## src/hdl/qeb_pkg.sv

```systemverilog
// ----------------------------------------------------------------------------
// qeb_pkg
// Shared widths, constants, types and the arctangent table of the
// quaternion to Euler angle bin converter.
// ----------------------------------------------------------------------------
package qeb_pkg;

  localparam int QW       = 16;
  localparam int PROD_W   = 32;
  localparam int ARG_W    = 34;
  localparam int S_W      = 32;
  localparam int SQ_W     = 61;
  localparam int RAD_W    = 64;
  localparam int ROOT_W   = 31;
  localparam int RT_W     = 32;
  localparam int REM_W    = 35;
  localparam int CW       = 36;
  localparam int ANG_W    = 18;
  localparam int STEPS    = 15;
  localparam int LANES    = 3;
  localparam int BIN_W    = 5;
  localparam int BINS_W   = 8;
  localparam int BINS_DEF = 18;

  localparam int LANE_ROLL  = 0;
  localparam int LANE_PITCH = 1;
  localparam int LANE_YAW   = 2;

  localparam logic signed [ANG_W-1:0] HALF_TURN    = ANG_W'(32768);
  localparam logic signed [ANG_W-1:0] QUARTER_TURN = ANG_W'(16384);

  typedef struct packed {
    logic signed [ARG_W-1:0] rn;
    logic signed [ARG_W-1:0] rd;
    logic signed [ARG_W-1:0] yn;
    logic signed [ARG_W-1:0] yd;
    logic signed [S_W-1:0]   s;
  } qeb_args_t;

  function automatic logic signed [ANG_W-1:0] atan_lut(input logic [3:0] idx);
    logic signed [ANG_W-1:0] r;
    case (idx)
      4'd0:    r = ANG_W'(8192);
      4'd1:    r = ANG_W'(4836);
      4'd2:    r = ANG_W'(2555);
      4'd3:    r = ANG_W'(1297);
      4'd4:    r = ANG_W'(651);
      4'd5:    r = ANG_W'(326);
      4'd6:    r = ANG_W'(163);
      4'd7:    r = ANG_W'(81);
      4'd8:    r = ANG_W'(41);
      4'd9:    r = ANG_W'(20);
      4'd10:   r = ANG_W'(10);
      4'd11:   r = ANG_W'(5);
      4'd12:   r = ANG_W'(3);
      4'd13:   r = ANG_W'(1);
      4'd14:   r = ANG_W'(1);
      default: r = '0;
    endcase
    return r;
  endfunction

endpackage

```

## src/hdl/qeb_sqrt.sv

```systemverilog
// ----------------------------------------------------------------------------
// qeb_sqrt
// Pipelined integer square root, two result digits per stage, that carries
// the atan2 operands alongside.
// ----------------------------------------------------------------------------
module qeb_sqrt (
  input  logic                          clk_i,
  input  logic                          rst_ni,
  input  logic                          valid_i,
  output logic                          ready_o,
  input  qeb_pkg::qeb_args_t            args_i,
  input  logic [qeb_pkg::SQ_W-1:0]      rad_i,
  output logic                          valid_o,
  input  logic                          ready_i,
  output qeb_pkg::qeb_args_t            args_o,
  output logic [qeb_pkg::ROOT_W-1:0]    root_o
);

  localparam int DPS = 2;
  localparam int RW  = qeb_pkg::RAD_W;
  localparam int TW  = qeb_pkg::RT_W;
  localparam int MW  = qeb_pkg::REM_W;
  localparam int NS  = TW / DPS;

  logic [NS-1:0]      vld_q;
  logic [NS-1:0]      en;
  logic [RW-1:0]      rad_q  [NS];
  logic [MW-1:0]      rem_q  [NS];
  logic [TW-1:0]      rt_q   [NS];
  qeb_pkg::qeb_args_t args_q [NS];

  assign en[NS-1] = !vld_q[NS-1] || ready_i;
  for (genvar k = 0; k < NS-1; k++) begin : g_en
    assign en[k] = !vld_q[k] || en[k+1];
  end
  assign ready_o = en[0];
  assign valid_o = vld_q[NS-1];

  always_ff @(posedge clk_i or negedge rst_ni) begin
    if (!rst_ni) begin
      vld_q <= '0;
    end else begin
      if (en[0]) vld_q[0] <= valid_i;
      for (int k = 1; k < NS; k++) begin
        if (en[k]) vld_q[k] <= vld_q[k-1];
      end
    end
  end

  for (genvar k = 0; k < NS; k++) begin : g_stage
    logic [RW-1:0]      rad_s, rad_d;
    logic [MW-1:0]      rem_s, rem_d;
    logic [TW-1:0]      rt_s, rt_d;
    qeb_pkg::qeb_args_t args_s;

    if (k == 0) begin : g_first
      assign rad_s  = RW'(rad_i);
      assign rem_s  = '0;
      assign rt_s   = '0;
      assign args_s = args_i;
    end else begin : g_next
      assign rad_s  = rad_q[k-1];
      assign rem_s  = rem_q[k-1];
      assign rt_s   = rt_q[k-1];
      assign args_s = args_q[k-1];
    end

    always_comb begin
      logic [MW-1:0] trial;
      rad_d = rad_s;
      rem_d = rem_s;
      rt_d  = rt_s;
      for (int d = 0; d < DPS; d++) begin
        rem_d = {rem_d[MW-3:0], rad_d[RW-1 -: 2]};
        rad_d = rad_d << 2;
        trial = {1'b0, rt_d, 2'b01};
        if (rem_d >= trial) begin
          rem_d = rem_d - trial;
          rt_d  = {rt_d[TW-2:0], 1'b1};
        end else begin
          rt_d  = {rt_d[TW-2:0], 1'b0};
        end
      end
    end

    always_ff @(posedge clk_i) begin
      if (en[k]) begin
        rad_q[k]  <= rad_d;
        rem_q[k]  <= rem_d;
        rt_q[k]   <= rt_d;
        args_q[k] <= args_s;
      end
    end
  end

  assign args_o = args_q[NS-1];
  assign root_o = rt_q[NS-1][qeb_pkg::ROOT_W-1:0];

endmodule

```

## config.mk

```make
export PLATFORM = sky130hd
export DESIGN_NAME = qeb_sqrt
export DESIGN_NICKNAME = d
export VERILOG_FILES = /design/src/hdl/qeb_pkg.sv /design/src/hdl/qeb_sqrt.sv
export SDC_FILE = /design/constraint.sdc
export NUM_CORES = 2
export LEC_CHECK = 0
export BUFFER_PORTS_ARGS = -buffer_cell sky130_fd_sc_hd__clkbuf_2
export CAP_MARGIN = 40
export CORE_UTILIZATION = 58
export DETAILED_ROUTE_END_ITERATION = 12
export PLACE_DENSITY = 0.75
export SLEW_MARGIN = 20
export SYNTH_ARGS = -nofsm -noshare
export SYNTH_HDL_FRONTEND = slang
export SYNTH_MEMORY_MAX_BITS = 65536
export SYNTH_SLANG_ARGS = --single-unit
```

## constraint.sdc

```tcl
create_clock -name clk_i -period 23.2 [get_ports clk_i]
set_clock_uncertainty 0.2 [all_clocks]
set_input_delay 0 -clock clk_i [delete_from_list [all_inputs] [get_ports clk_i]]
set_output_delay 0 -clock clk_i [all_outputs]
set_load 0.01 [all_outputs]
```

==> results.md <==
* Commonest non-fill, non-tap cells in the layout: edfxtp_1 (3887), nand2_1 (678), nor2_1 (601), a21oi_1 (590), ha_1 (530)
* Worst-path clk slew at 0.09 ns
* Int Pwr at around 14 mW
* RSZ-0062 raised after global routing: no
* Die width at approximately 530 um
* P_sw at 6.037 mW
* Net switching share of the total power at 0.3015
* Async SR Flop Fraction at 0.004099
* EDFF count, synth at 3887
* CTS tree: done
* Ys Warns at 0
* Slew Limit Fails at 0
* Worst path required time at 23.63 ns
* Syn Area/Cell at 15.05 sq um
* Post-DR vias/cell at 6.061
* Commonest non-fill, non-tap cell in the layout: edfxtp_1
* Total Neg Setup Slack at 0 ns
* Design area at 184500 sq um
* Post-CTS Hold Buffers at 476
* CP dominant cell by count: buf_4
* Drt pass-1 iters at 6
* Final Worst Setup Slack at 14.50 ns
* ANT nets after route at 0
* Hold path start: args_i[14]
* Worst Hold Class: primary input to flip-flop
* Row count at 193
* Initial antenna violation count at 32
* CP startpoint: rt_q[1][96]
* PortBufs at around 430
* Total power at 20.03 mW
* Total setup buffers inserted after CTS at 0
* Synth Flop Type: edfxtp_1
* Sink Count at 3903
* # IOs at 434
* Clock share of power at 0.317
* GRT Overall Usage at 0.3153
* Cells after Synth at 10.71k
* Startpoint Class: flip-flop
* Worst-Skew Late Latency at 1.00 ns
* Hold Crit Depth at 3
* First-pass GRT wire length at approximately 640000 um
* Maximum vdd ir drop at 0.08217 mV
* Vias in the first global route at 96.48k
* Routed vias at between 90k and 100k
* Fmax at about 110 MHz
* Final min period at approximately 8.7 ns
* GP Congestion at approximately 1
* DR iter-0 viols at around 9.9k
* Area post-placement at 167200 sq um
* Comb power frac at 0.177
* Pin count of the biggest net entering global routing at 132
* Final Core Density at 0.6678
* Detailed Route WL at 449400 um
* H-Tree Depth at 5
* Drc violations at 0
* Final setup viols at 0
* Placed cells at 14.58k
* CP peak stage delay at 0.69 ns
* CP max FO at 42
* Status: finished, final reports clean
* Clock buffer depth at 4
* FF-to-FF path depth at 25
* Max Cap Viol at 0
* Root buffer cell: clkbuf_16
* Worst r2r src: rt_q[1][96]
* Chip height at approximately 530 um
* Least-Margin Pin Slew at ~1.1 ns
* Sequential power share at 0.507
* Slowest stage cell, crit path: a311oi_1
* Filler Cell Count at about 19k
* Grt ovf at 0
* Min Hold Slack at approximately 0.10 ns
* Die area at 279900 sq um
* Crit path kind: flip-flop to flip-flop
* #FFs+latches synth at 3903
* Distinct cell type count of the synthesized netlist at 110
* Synthesized Nets at 11.47k
* Non-filler instance count after layout at 15.76k
* P per Cell Area at 108.5 nW/um^2
* DPL Wire Length at 272800 um
* Critical path data arrival time at 9.13 ns
* Placement Setup Slack at 14.62 ns
* Crit. End Element: flip-flop
* Post-CTS Resized at 0
* Starting density of the core at 0.5832
* Fin crit share at 0.3751
* Fin. Hold Viols at 0
* Sequential Area at approximately 120000 sq um
* Area Growth Syn to Fin at 14.50%
* WL per Instance at 28.52 um
* Cts bufs inserted at 372
* Area of the multi-input gates at between 40000 and 50000 sq um
* Worst rel slew slack at 0.2888
* Mapped cell area at 161100 sq um
* Core Region at 276300 sq um
* Pleak at 70.81 nW
* Register area share after synthesis at 0.7269
* Layout cell share with drive strength beyond 1 at 0.1088
* Nets at 12.51k
## sequential cells by signal, indices dropped and copies added (netlist names)
| signal | flops |
|---|---|
| vld_q | 16 |
| args_q | 2688 |
| rt_q | 256 |
| rem_q | 463 |
| rad_q | 480 |
## final timing paths
kind | end | slack [ns]
worst max-delay path | rem_q[1][162] | 14.50
worst min-delay path | args_q[0][14] | 0.1
worst max register to register | rem_q[1][162] | 14.50
worst min register to register | args_q[0][479] | 0.1
max in group asynchronous | vld_q[3] | 21.85
min in group asynchronous | vld_q[11] | 0.37
## power by group through the flow
stage | logic (mW) | clock network (mW) | registers [mW]
after floorplan | 2.48 | 0 | 9.85
after global placement | 3.27 | 0 | 10.1
after detailed placement | 3.31 | 0 | 10.1
after CTS | 3.46 | 6.30 | 10.1
after global routing | 3.82 | 6.61 | 10.2
final | 3.54 | 6.34 | 10.1
## cells in the mapped netlist (17+ instances only)
master | number | area [sq um]
and4_1 | 25 | 219.0
inv_1 | 443 | 1663
nor4b_1 | 24 | 210.2
or2_2 | 36 | 225.2
nor2b_1 | 76 | 475.5
nand2_1 | 683 | 2564
a311oi_1 | 17 | 148.9
nor4_1 | 95 | 594.3
o31ai_1 | 62 | 465.5
clkbuf_1 | 173 | 649.4
nand3_1 | 182 | 910.9
o211ai_1 | 45 | 337.8
and3_1 | 79 | 494.2
nor2_1 | 602 | 2260
o21bai_1 | 68 | 510.5
nand2b_1 | 109 | 681.9
a211o_1 | 24 | 210.2
buf_2 | 21 | 105.1
nor3b_1 | 31 | 232.7
a21boi_0 | 19 | 142.6
nand4b_1 | 22 | 192.7
a211oi_1 | 70 | 525.5
a21o_1 | 244 | 1832
nand3b_1 | 27 | 202.7
xor2_1 | 277 | 2426
xnor2_1 | 475 | 4160
buf_1 | 22 | 82.58
mux2_2 | 77 | 867.1
ha_1 | 530 | 6631
or4_1 | 48 | 360.4
o31a_1 | 17 | 148.9
and2_1 | 51 | 319.1
a21oi_1 | 590 | 2953
or3_1 | 70 | 437.9
o21a_1 | 101 | 758.2
o21ai_0 | 460 | 2302
a41oi_1 | 19 | 166.4
buf_4 | 169 | 1269
mux2i_1 | 24 | 240.2
o41ai_1 | 20 | 175.2
nand4_1 | 132 | 825.8
edfxtp_1 | 3887 | 116700
nor3_1 | 201 | 1006
a2111oi_0 | 25 | 219.0
a31oi_1 | 81 | 506.7
## cell families after synthesis
logic type / count (synthesis) / synth area share
adders and majority gates: 530 / 0.04116
other: 1 / 0.00002327
muxes: 105 / 0.007175
and+or+nand+nor: 2534 / 0.07859
DFF: 3903 / 0.7269
xor gates and xnor gates: 752 / 0.04088
AOI/OAI and AO/OA: 2043 / 0.08143
buffers and inverters: 841 / 0.02382
## layer usage
layer	GRT usage	part of all wire
met2	0.5485	0.51
met1	0.3891	0.38
met3	0.04464	0.063
met4	0.1476	0.050
met5	0	0.00046
## area by class of cell
class,instances,share of cell area
Inverter,453,0.009529
Clock buffer,428,0.05176
Tap cell,3705,0.02513
Sequential cell,3903,0.6349
Multi-Input combinational cell,5965,0.2184
Clock inverter,244,0.01438
Timing Repair Buffer,1047,0.04579
Antenna cell,13,0.0001763
## critical path, delay by kind of cell (launching register included)
kind	cells	cell delay, ns
flip-flops	1	0.53
adder cells (fa/ha/maj)	2	0.74
multiplexers	1	0.41
buffers and inverters	7	2.04
AO/OA/AOI/OAI	10	3.42
AND/OR/NAND/NOR	5	0.97
(Power assumes the default switching activity.)
