==> config.mk <==
export PLATFORM = sky130hd
export DESIGN_NAME = qeb_bin
export DESIGN_NICKNAME = d
export VERILOG_FILES = /design/src/hdl/qeb_pkg.sv /design/src/hdl/qeb_bin.sv
export SDC_FILE = /design/constraint.sdc
export NUM_CORES = 1
export LEC_CHECK = 0
export ABC_AREA = 1
export ABC_CLOCK_PERIOD_IN_PS = 1050
export BUFFER_PORTS_ARGS = -buffer_cell sky130_fd_sc_hd__buf_2
export CORE_ASPECT_RATIO = 0.9
export CORE_UTILIZATION = 51
export DETAILED_ROUTE_END_ITERATION = 8
export GPL_TIMING_DRIVEN = 0
export PLACE_DENSITY = 0.89
export SETUP_SLACK_MARGIN = 0.5
export SLEW_MARGIN = 20
export SYNTH_ARGS = -nofsm -noshare
export SYNTH_HDL_FRONTEND = slang
export SYNTH_SLANG_ARGS = --single-unit
==> constraint.sdc <==
create_clock -name clk_i -period 1.05 [get_ports clk_i]
set_input_delay 0.21 -clock clk_i [delete_from_list [all_inputs] [get_ports clk_i]]
set_output_delay 0.21 -clock clk_i [all_outputs]
set_load 0.02 [all_outputs]
==> src/hdl/qeb_pkg.sv <==
// ----------------------------------------------------------------------------
// qeb_pkg
// Shared widths, constants, types and the arctangent table of the
// quaternion to Euler angle bin converter.
// ----------------------------------------------------------------------------
package qeb_pkg;

  localparam int QW       = 16;
  localparam int PROD_W   = 32;
  localparam int ARG_W    = 34;
  localparam int S_W      = 32;
  localparam int SQ_W     = 61;
  localparam int RAD_W    = 64;
  localparam int ROOT_W   = 31;
  localparam int RT_W     = 32;
  localparam int REM_W    = 35;
  localparam int CW       = 36;
  localparam int ANG_W    = 18;
  localparam int STEPS    = 15;
  localparam int LANES    = 3;
  localparam int BIN_W    = 5;
  localparam int BINS_W   = 8;
  localparam int BINS_DEF = 18;

  localparam int LANE_ROLL  = 0;
  localparam int LANE_PITCH = 1;
  localparam int LANE_YAW   = 2;

  localparam logic signed [ANG_W-1:0] HALF_TURN    = ANG_W'(32768);
  localparam logic signed [ANG_W-1:0] QUARTER_TURN = ANG_W'(16384);

  typedef struct packed {
    logic signed [ARG_W-1:0] rn;
    logic signed [ARG_W-1:0] rd;
    logic signed [ARG_W-1:0] yn;
    logic signed [ARG_W-1:0] yd;
    logic signed [S_W-1:0]   s;
  } qeb_args_t;

  function automatic logic signed [ANG_W-1:0] atan_lut(input logic [3:0] idx);
    logic signed [ANG_W-1:0] r;
    case (idx)
      4'd0:    r = ANG_W'(8192);
      4'd1:    r = ANG_W'(4836);
      4'd2:    r = ANG_W'(2555);
      4'd3:    r = ANG_W'(1297);
      4'd4:    r = ANG_W'(651);
      4'd5:    r = ANG_W'(326);
      4'd6:    r = ANG_W'(163);
      4'd7:    r = ANG_W'(81);
      4'd8:    r = ANG_W'(41);
      4'd9:    r = ANG_W'(20);
      4'd10:   r = ANG_W'(10);
      4'd11:   r = ANG_W'(5);
      4'd12:   r = ANG_W'(3);
      4'd13:   r = ANG_W'(1);
      4'd14:   r = ANG_W'(1);
      default: r = '0;
    endcase
    return r;
  endfunction

endpackage

==> src/hdl/qeb_bin.sv <==
// ----------------------------------------------------------------------------
// qeb_bin
// Output register: saturates the three angles and scales them onto bins.
// ----------------------------------------------------------------------------
module qeb_bin #(
  parameter int BINS = qeb_pkg::BINS_DEF
) (
  input  logic                                 clk_i,
  input  logic                                 rst_ni,
  input  logic                                 valid_i,
  output logic                                 ready_o,
  input  logic signed [qeb_pkg::ANG_W-1:0]     ang_i [qeb_pkg::LANES],
  output logic                                 valid_o,
  input  logic                                 ready_i,
  output logic [qeb_pkg::BIN_W-1:0]            roll_bin_o,
  output logic [qeb_pkg::BIN_W-1:0]            pitch_bin_o,
  output logic [qeb_pkg::BIN_W-1:0]            yaw_bin_o
);

  localparam int AW = qeb_pkg::ANG_W;
  localparam int UW = 17;
  localparam int MW = UW + qeb_pkg::BINS_W;
  localparam int BW = qeb_pkg::BIN_W;

  logic                           vld_q;
  logic                           en;
  logic [qeb_pkg::BINS_W-1:0]     bins_c;
  logic signed [AW-1:0]           rs, ps, ys;
  logic [UW-1:0]                  ru, pu, yu;
  logic [MW-1:0]                  rm, pm, ym;
  logic [BW-1:0]                  roll_q, pitch_q, yaw_q;

  assign bins_c  = qeb_pkg::BINS_W'(BINS);
  assign en      = !vld_q || ready_i;
  assign ready_o = en;
  assign valid_o = vld_q;

  function automatic logic signed [AW-1:0] sat(input logic signed [AW-1:0] a,
                                               input logic signed [AW-1:0] lim);
    logic signed [AW-1:0] r;
    r = a;
    if (a > lim) r = lim;
    if (a < -lim) r = -lim;
    return r;
  endfunction

  assign rs = sat(ang_i[qeb_pkg::LANE_ROLL], qeb_pkg::HALF_TURN);
  assign ps = sat(ang_i[qeb_pkg::LANE_PITCH], qeb_pkg::QUARTER_TURN);
  assign ys = sat(ang_i[qeb_pkg::LANE_YAW], qeb_pkg::HALF_TURN);

  assign ru = UW'(rs + qeb_pkg::HALF_TURN);
  assign pu = UW'(ps + qeb_pkg::QUARTER_TURN);
  assign yu = UW'(ys + qeb_pkg::HALF_TURN);

  assign rm = ru * bins_c;
  assign pm = pu * bins_c;
  assign ym = yu * bins_c;

  always_ff @(posedge clk_i or negedge rst_ni) begin
    if (!rst_ni) begin
      vld_q <= 1'b0;
    end else if (en) begin
      vld_q <= valid_i;
    end
  end

  always_ff @(posedge clk_i) begin
    if (en) begin
      roll_q  <= rm[16 +: BW];
      pitch_q <= pm[15 +: BW];
      yaw_q   <= ym[16 +: BW];
    end
  end

  assign roll_bin_o  = roll_q;
  assign pitch_bin_o = pitch_q;
  assign yaw_bin_o   = yaw_q;

endmodule

==> impl_metrics.json, run 1 <==
{
  "status": "stopped before the end",
  "lastStage": "5_1_grt",
  "firstError": "[ERROR GRT-0232] Routing congestion too high. Check the congestion heatmap in the GUI.",
  "synth_top_family_by_area": "simple AND/OR/NAND/NOR gates",
  "io_pins": 75,
  "die_w_um": 87.6,
  "ys_warn_count": 0,
  "die_y_um": 79.0,
  "rows": 27,
  "synthFlopType": "edfxtp_1",
  "globalplace.congestion": 0.880,
  "synth_async_sr_flop_share_pct": 6.25,
  "yosys-top-cells-area": "ha_1, nand2_1, edfxtp_1, nor2_1, inv_1",
  "synth_edf_count": 15,
  "synthMuxAreaShare_pct": 0,
  "synth-seq-cells": 16,
  "place_hpwl_um": 7650,
  "synth_compound_area_share_pct": 9.42,
  "synth.avg_cell_area_um2": 6.38,
  "synth.distinct_cells": 29,
  "track_usage_pct": 65.6,
  "initial_core_util_pct": 53.8,
  "synth_top_area_share_pct": 25.7,
  "max-clock-path-buffers": 2,
  "yosysMostFrequentCell": "nand2_1",
  "grt_start_max_net_pins": 11,
  "worst-endpoint-pin-kind": "register input",
  "numPortBuffers": 73,
  "synth_common_cells": "nand2_1, nor2_1, ha_1, inv_1, a21oi_1",
  "syn_inst": 527,
  "root_buffer": "clkbuf_8",
  "htreeDepth": 1,
  "synth_adder_area_share_pct": 25.7,
  "cts_num_sinks": 16,
  "yosys.area_share.simple_pct": 39.6,
  "syn-num-nets": 654,
  "grt-worst-endpoint": "yaw_bin_o[2]$_DFFE_PP_/D",
  "overflow": 1,
  "synth_xor_area_share_pct": 2.08,
  "yosys.area.top_type": "ha_1",
  "ys_seq_area_share_pct": 14.1,
  "cts_buffers": 3,
  "synth_area_um2": 3360,
  "dpl.cell_count": 687
}
metal layers:
layer	global-route usage [%]	GRT overflow
met5	3.31	0
met4	68.5	0
met3	49.1	0
met2	87.3	1
met1	61.8	0
logic make-up after synthesis:
group	after synthesis
compound gates	57
fa+ha+maj	69
xor+xnor	8
flops	16
buf+inv	77
simple gates	300
what timing repair did:
action / 4_1_cts
hold endpoints to repair: 1
gates resized for setup: 140
setup endpoints to repair: 48
cloned: 2
hold buffers: 1
pin swaps: 70
setup buffers: 48
per-stage QoR:
stage               hold WS (ns)  setup WS [ns]  cell area (µm²)
floorplan                -0.0856          -1.54             3850
detailed placement       -0.0139          -2.02             4320
global placement         -0.0156          -1.92             4320
CTS                        0.166          -1.58             5360
==> run 2: changes to the inputs <==
Settings changed: ABC_CLOCK_PERIOD_IN_PS 1050 to 1400, CORE_ASPECT_RATIO 0.9 to default, CORE_UTILIZATION 51 to 40, PLACE_DENSITY 0.89 to default, PLACE_DENSITY_LB_ADDON from default to 0.15, SETUP_SLACK_MARGIN 0.5 to default.
Clock period 1.05 ns to 1.4 ns, I/O delays scaled along.
==> run 2 against run 1 <==
The flow now finishes, with violations (negative setup slack). Area after synthesis unchanged. Synthesized cell count unchanged.
==> impl_metrics.json, run 2 <==
{
  "slew_viol_final": 0,
  "p_leak_nw": 2.71,
  "fp.coreArea_um2": 8180,
  "globalplace.congestion": 0.851,
  "fin_ws_ns": -1.37,
  "ys_seq_area_share_pct": 14.1,
  "max_slew_margin_pct": 76.9,
  "initial_core_util_pct": 41.1,
  "wl_per_cell_um": 13.1,
  "synth_top_area_share_pct": 25.7,
  "hold_path_class": "primary input to flip-flop",
  "power_frac_seq_pct": 23.0,
  "finalSetupViolations": 15,
  "via_count": 3875,
  "rr_startpoint": "valid_o",
  "skew_ns": 0.00416,
  "rrSetupSlack_ns": 0.49,
  "drt_wl_total_um": 9950,
  "fillers": 669,
  "ys_warn_count": 0,
  "numPortBuffers": 73,
  "yosysMostFrequentCell": "nand2_1",
  "final_common_cell": "nand2_1",
  "cts_num_sinks": 16,
  "ir_drop_v": 0.000361,
  "switching_share_pct": 40.6,
  "synth_area_um2": 3360,
  "clk_latency_ns": 0.25,
  "synth.avg_cell_area_um2": 6.38,
  "die_w_um": 93.7,
  "rows": 33,
  "period_share_pct": 198,
  "min_to": "valid_o",
  "crit_path_max_fanout": 7,
  "syn-num-nets": 654,
  "synthFlopType": "edfxtp_1",
  "cap_violations": 0,
  "place_hpwl_um": 7010,
  "cp-end-kind": "flip-flop",
  "drive_above_1_share_pct": 48.9,
  "p_clk_share_pct": 15.2,
  "final_cell_mix": "nand2_1, buf_2, nor2_1",
  "via_per_inst": 5.11,
  "cts_buffers": 3,
  "yosys.area.top_type": "ha_1",
  "synth-seq-cells": 16,
  "htreeDepth": 1,
  "hp-start": "valid_i",
  "dpl.cell_count": 705,
  "ff2ff_path_depth": 1,
  "p_per_area_nw_per_um2": 471,
  "antennaDiodeCount": 0,
  "start_kind": "primary input",
  "overflow": 0,
  "timing.fmax_mhz": 361,
  "status": "complete, but fails checks",
  "max-clock-path-buffers": 2,
  "grt_pass1_wl_um": 15000,
  "grt_start_max_net_pins": 18,
  "io_pins": 75,
  "r2r_end": "pitch_bin_o[1]",
  "netSwitchingPower_mw": 1.08,
  "finalHoldViolCount": 0,
  "synth.distinct_cells": 29,
  "grt_pass1_vias": 3635,
  "root_buffer": "clkbuf_8",
  "path_clk_slew_ns": 0.06,
  "worstPathRequired_ns": 1.40,
  "cts_tree": "done",
  "violations": "negative setup slack",
  "area_growth_syn_to_layout_pct": 67.6,
  "die_y_um": 93.7,
  "layout.cells.non_filler": 759,
  "critPathKind": "primary input to flip-flop",
  "period_minus_slack_ns": 2.77,
  "die-area_um2": 8770,
  "power_frac_comb_pct": 61.8,
  "drtIter0Drc": 108,
  "rsz0062_at_grt": "yes",
  "worst_slew_pin_slew_ns": 0.343,
  "synth_common_cells": "nand2_1, nor2_1, ha_1, inv_1, a21oi_1",
  "syn_inst": 527,
  "dr.pass1.iters": 4,
  "synth_async_sr_flop_share_pct": 6.25,
  "whs_ns": 0.227,
  "post-route-drc-count": 0,
  "whs_path_depth": 3,
  "postRouteAntennaNets": 0,
  "arrival_ns": 2.77,
  "synth_edf_count": 15,
  "p_int_mw": 1.58,
  "track_usage_pct": 20.4,
  "yosys-top-cells-area": "ha_1, nand2_1, edfxtp_1, nor2_1, inv_1",
  "grt_antenna_before_repair": 0,
  "nets": 782
}
-- run 2: cell counts after synthesis --
Identical to the previous run, type by type.
-- run 2: how the worst max path moves through the flow --
| stage | startpoint | slack (ns) | cells past startpoint | to |
|---|---|---|---|---|
| final | ang_i[7] | -1.37 | 21 | yaw_bin_o[2] |
| after global routing | ang_i[5] | -1.50 | 21 | yaw_bin_o[2] |
| after global placement | ang_i[16] | -1.70 | 18 | yaw_bin_o[2] |
| after CTS | ang_i[8] | -1.29 | 20 | yaw_bin_o[2] |
| after floorplan | ang_i[20] | -1.26 | 19 | pitch_bin_o[4] |
| after detailed placement | ang_i[16] | -1.75 | 18 | yaw_bin_o[2] |
-- run 2: layout make-up --
| type | count | area (µm²) | area share (%) |
|---|---|---|---|
| clock buffers | 4 | 55.1 | 0.977 |
| multi-input cells | 434 | 3650 | 64.9 |
| inverters | 71 | 284 | 5.04 |
| flip-flops and latches | 16 | 475 | 8.44 |
| repair buffers | 123 | 930 | 16.5 |
| well taps | 105 | 131 | 2.33 |
| plain buffers | 6 | 103 | 1.82 |
-- run 2: power by group through the flow --
stage / registers (mW) / clock network, mW / logic [mW]
after CTS: 0.612 / 0.410 / 1.43
after detailed placement: 0.622 / 0 / 1.15
after global placement: 0.621 / 0 / 1.13
after floorplan: 0.691 / 0 / 0.767
final: 0.612 / 0.402 / 1.64
after global routing: 0.616 / 0.425 / 1.78
-- run 2: kinds of logic after synthesis --
group                      synth area share (%)
xor gates and xnor gates                   2.08
DFF                                        14.1
buffers and inverters                      9.05
adders and majority gates                  25.7
AOI/OAI and AO/OA                          9.42
and+or+nand+nor                            39.6
-- run 2: repair_timing --
action	CTS	global route
resized for setup	101	90
buffers inserted	36	13
endpoints found under the hold margin	1	0
endpoints found under the setup margin	16	16
pin swaps	79	66
hold buffers	1	0
gates cloned	1	0
-- run 2: stage by stage --
stage	utilization (%)	instance area, µm²	total power, mW	worst slack, ns	TNS (ns)
after global routing	68.9	5630	2.83	-1.50	-20.21
after global placement	52.9	4330	1.75	-1.70	-23.29
final	68.9	5630	2.66	-1.37	-17.76
after CTS	63.0	5150	2.45	-1.29	-17.65
after detailed placement	52.9	4330	1.77	-1.75	-23.71
after floorplan	-	3830	1.46	-1.26	-16.77
-- run 2: per-layer routing --
| metal | up-vias | global-route usage [%] | routed length, µm |
|---|---|---|---|
| li1 | 2016 | - | - |
| met1 | 1761 | 25.7 | 4390 |
| met2 | 84 | 38.2 | 5060 |
| met3 | 14 | 1.70 | 340 |
| met4 | 0 | 3.33 | 160 |
| met5 | - | 0 | 0 |
-- run 2: critical path: stages --
cell and delay [ns]:
buf_2 0.11, nor2_1 0.08, nand3_1 0.10, nor2_2 0.11, nand3_1 0.09, nand2_2 0.09, inv_2 0.05, buf_8 0.13
nor3_4 0.21, ha_4 0.26, ha_4 0.30, buf_6 0.10, nand2_4 0.06, nor3_4 0.21, inv_2 0.07, nor2_1 0.12
nor2_2 0.05, nor2_1 0.11, a211oi_2 0.07, nand3_1 0.09, nand2_1 0.06
No activity file was read; power rests on OpenSTA's default activity.
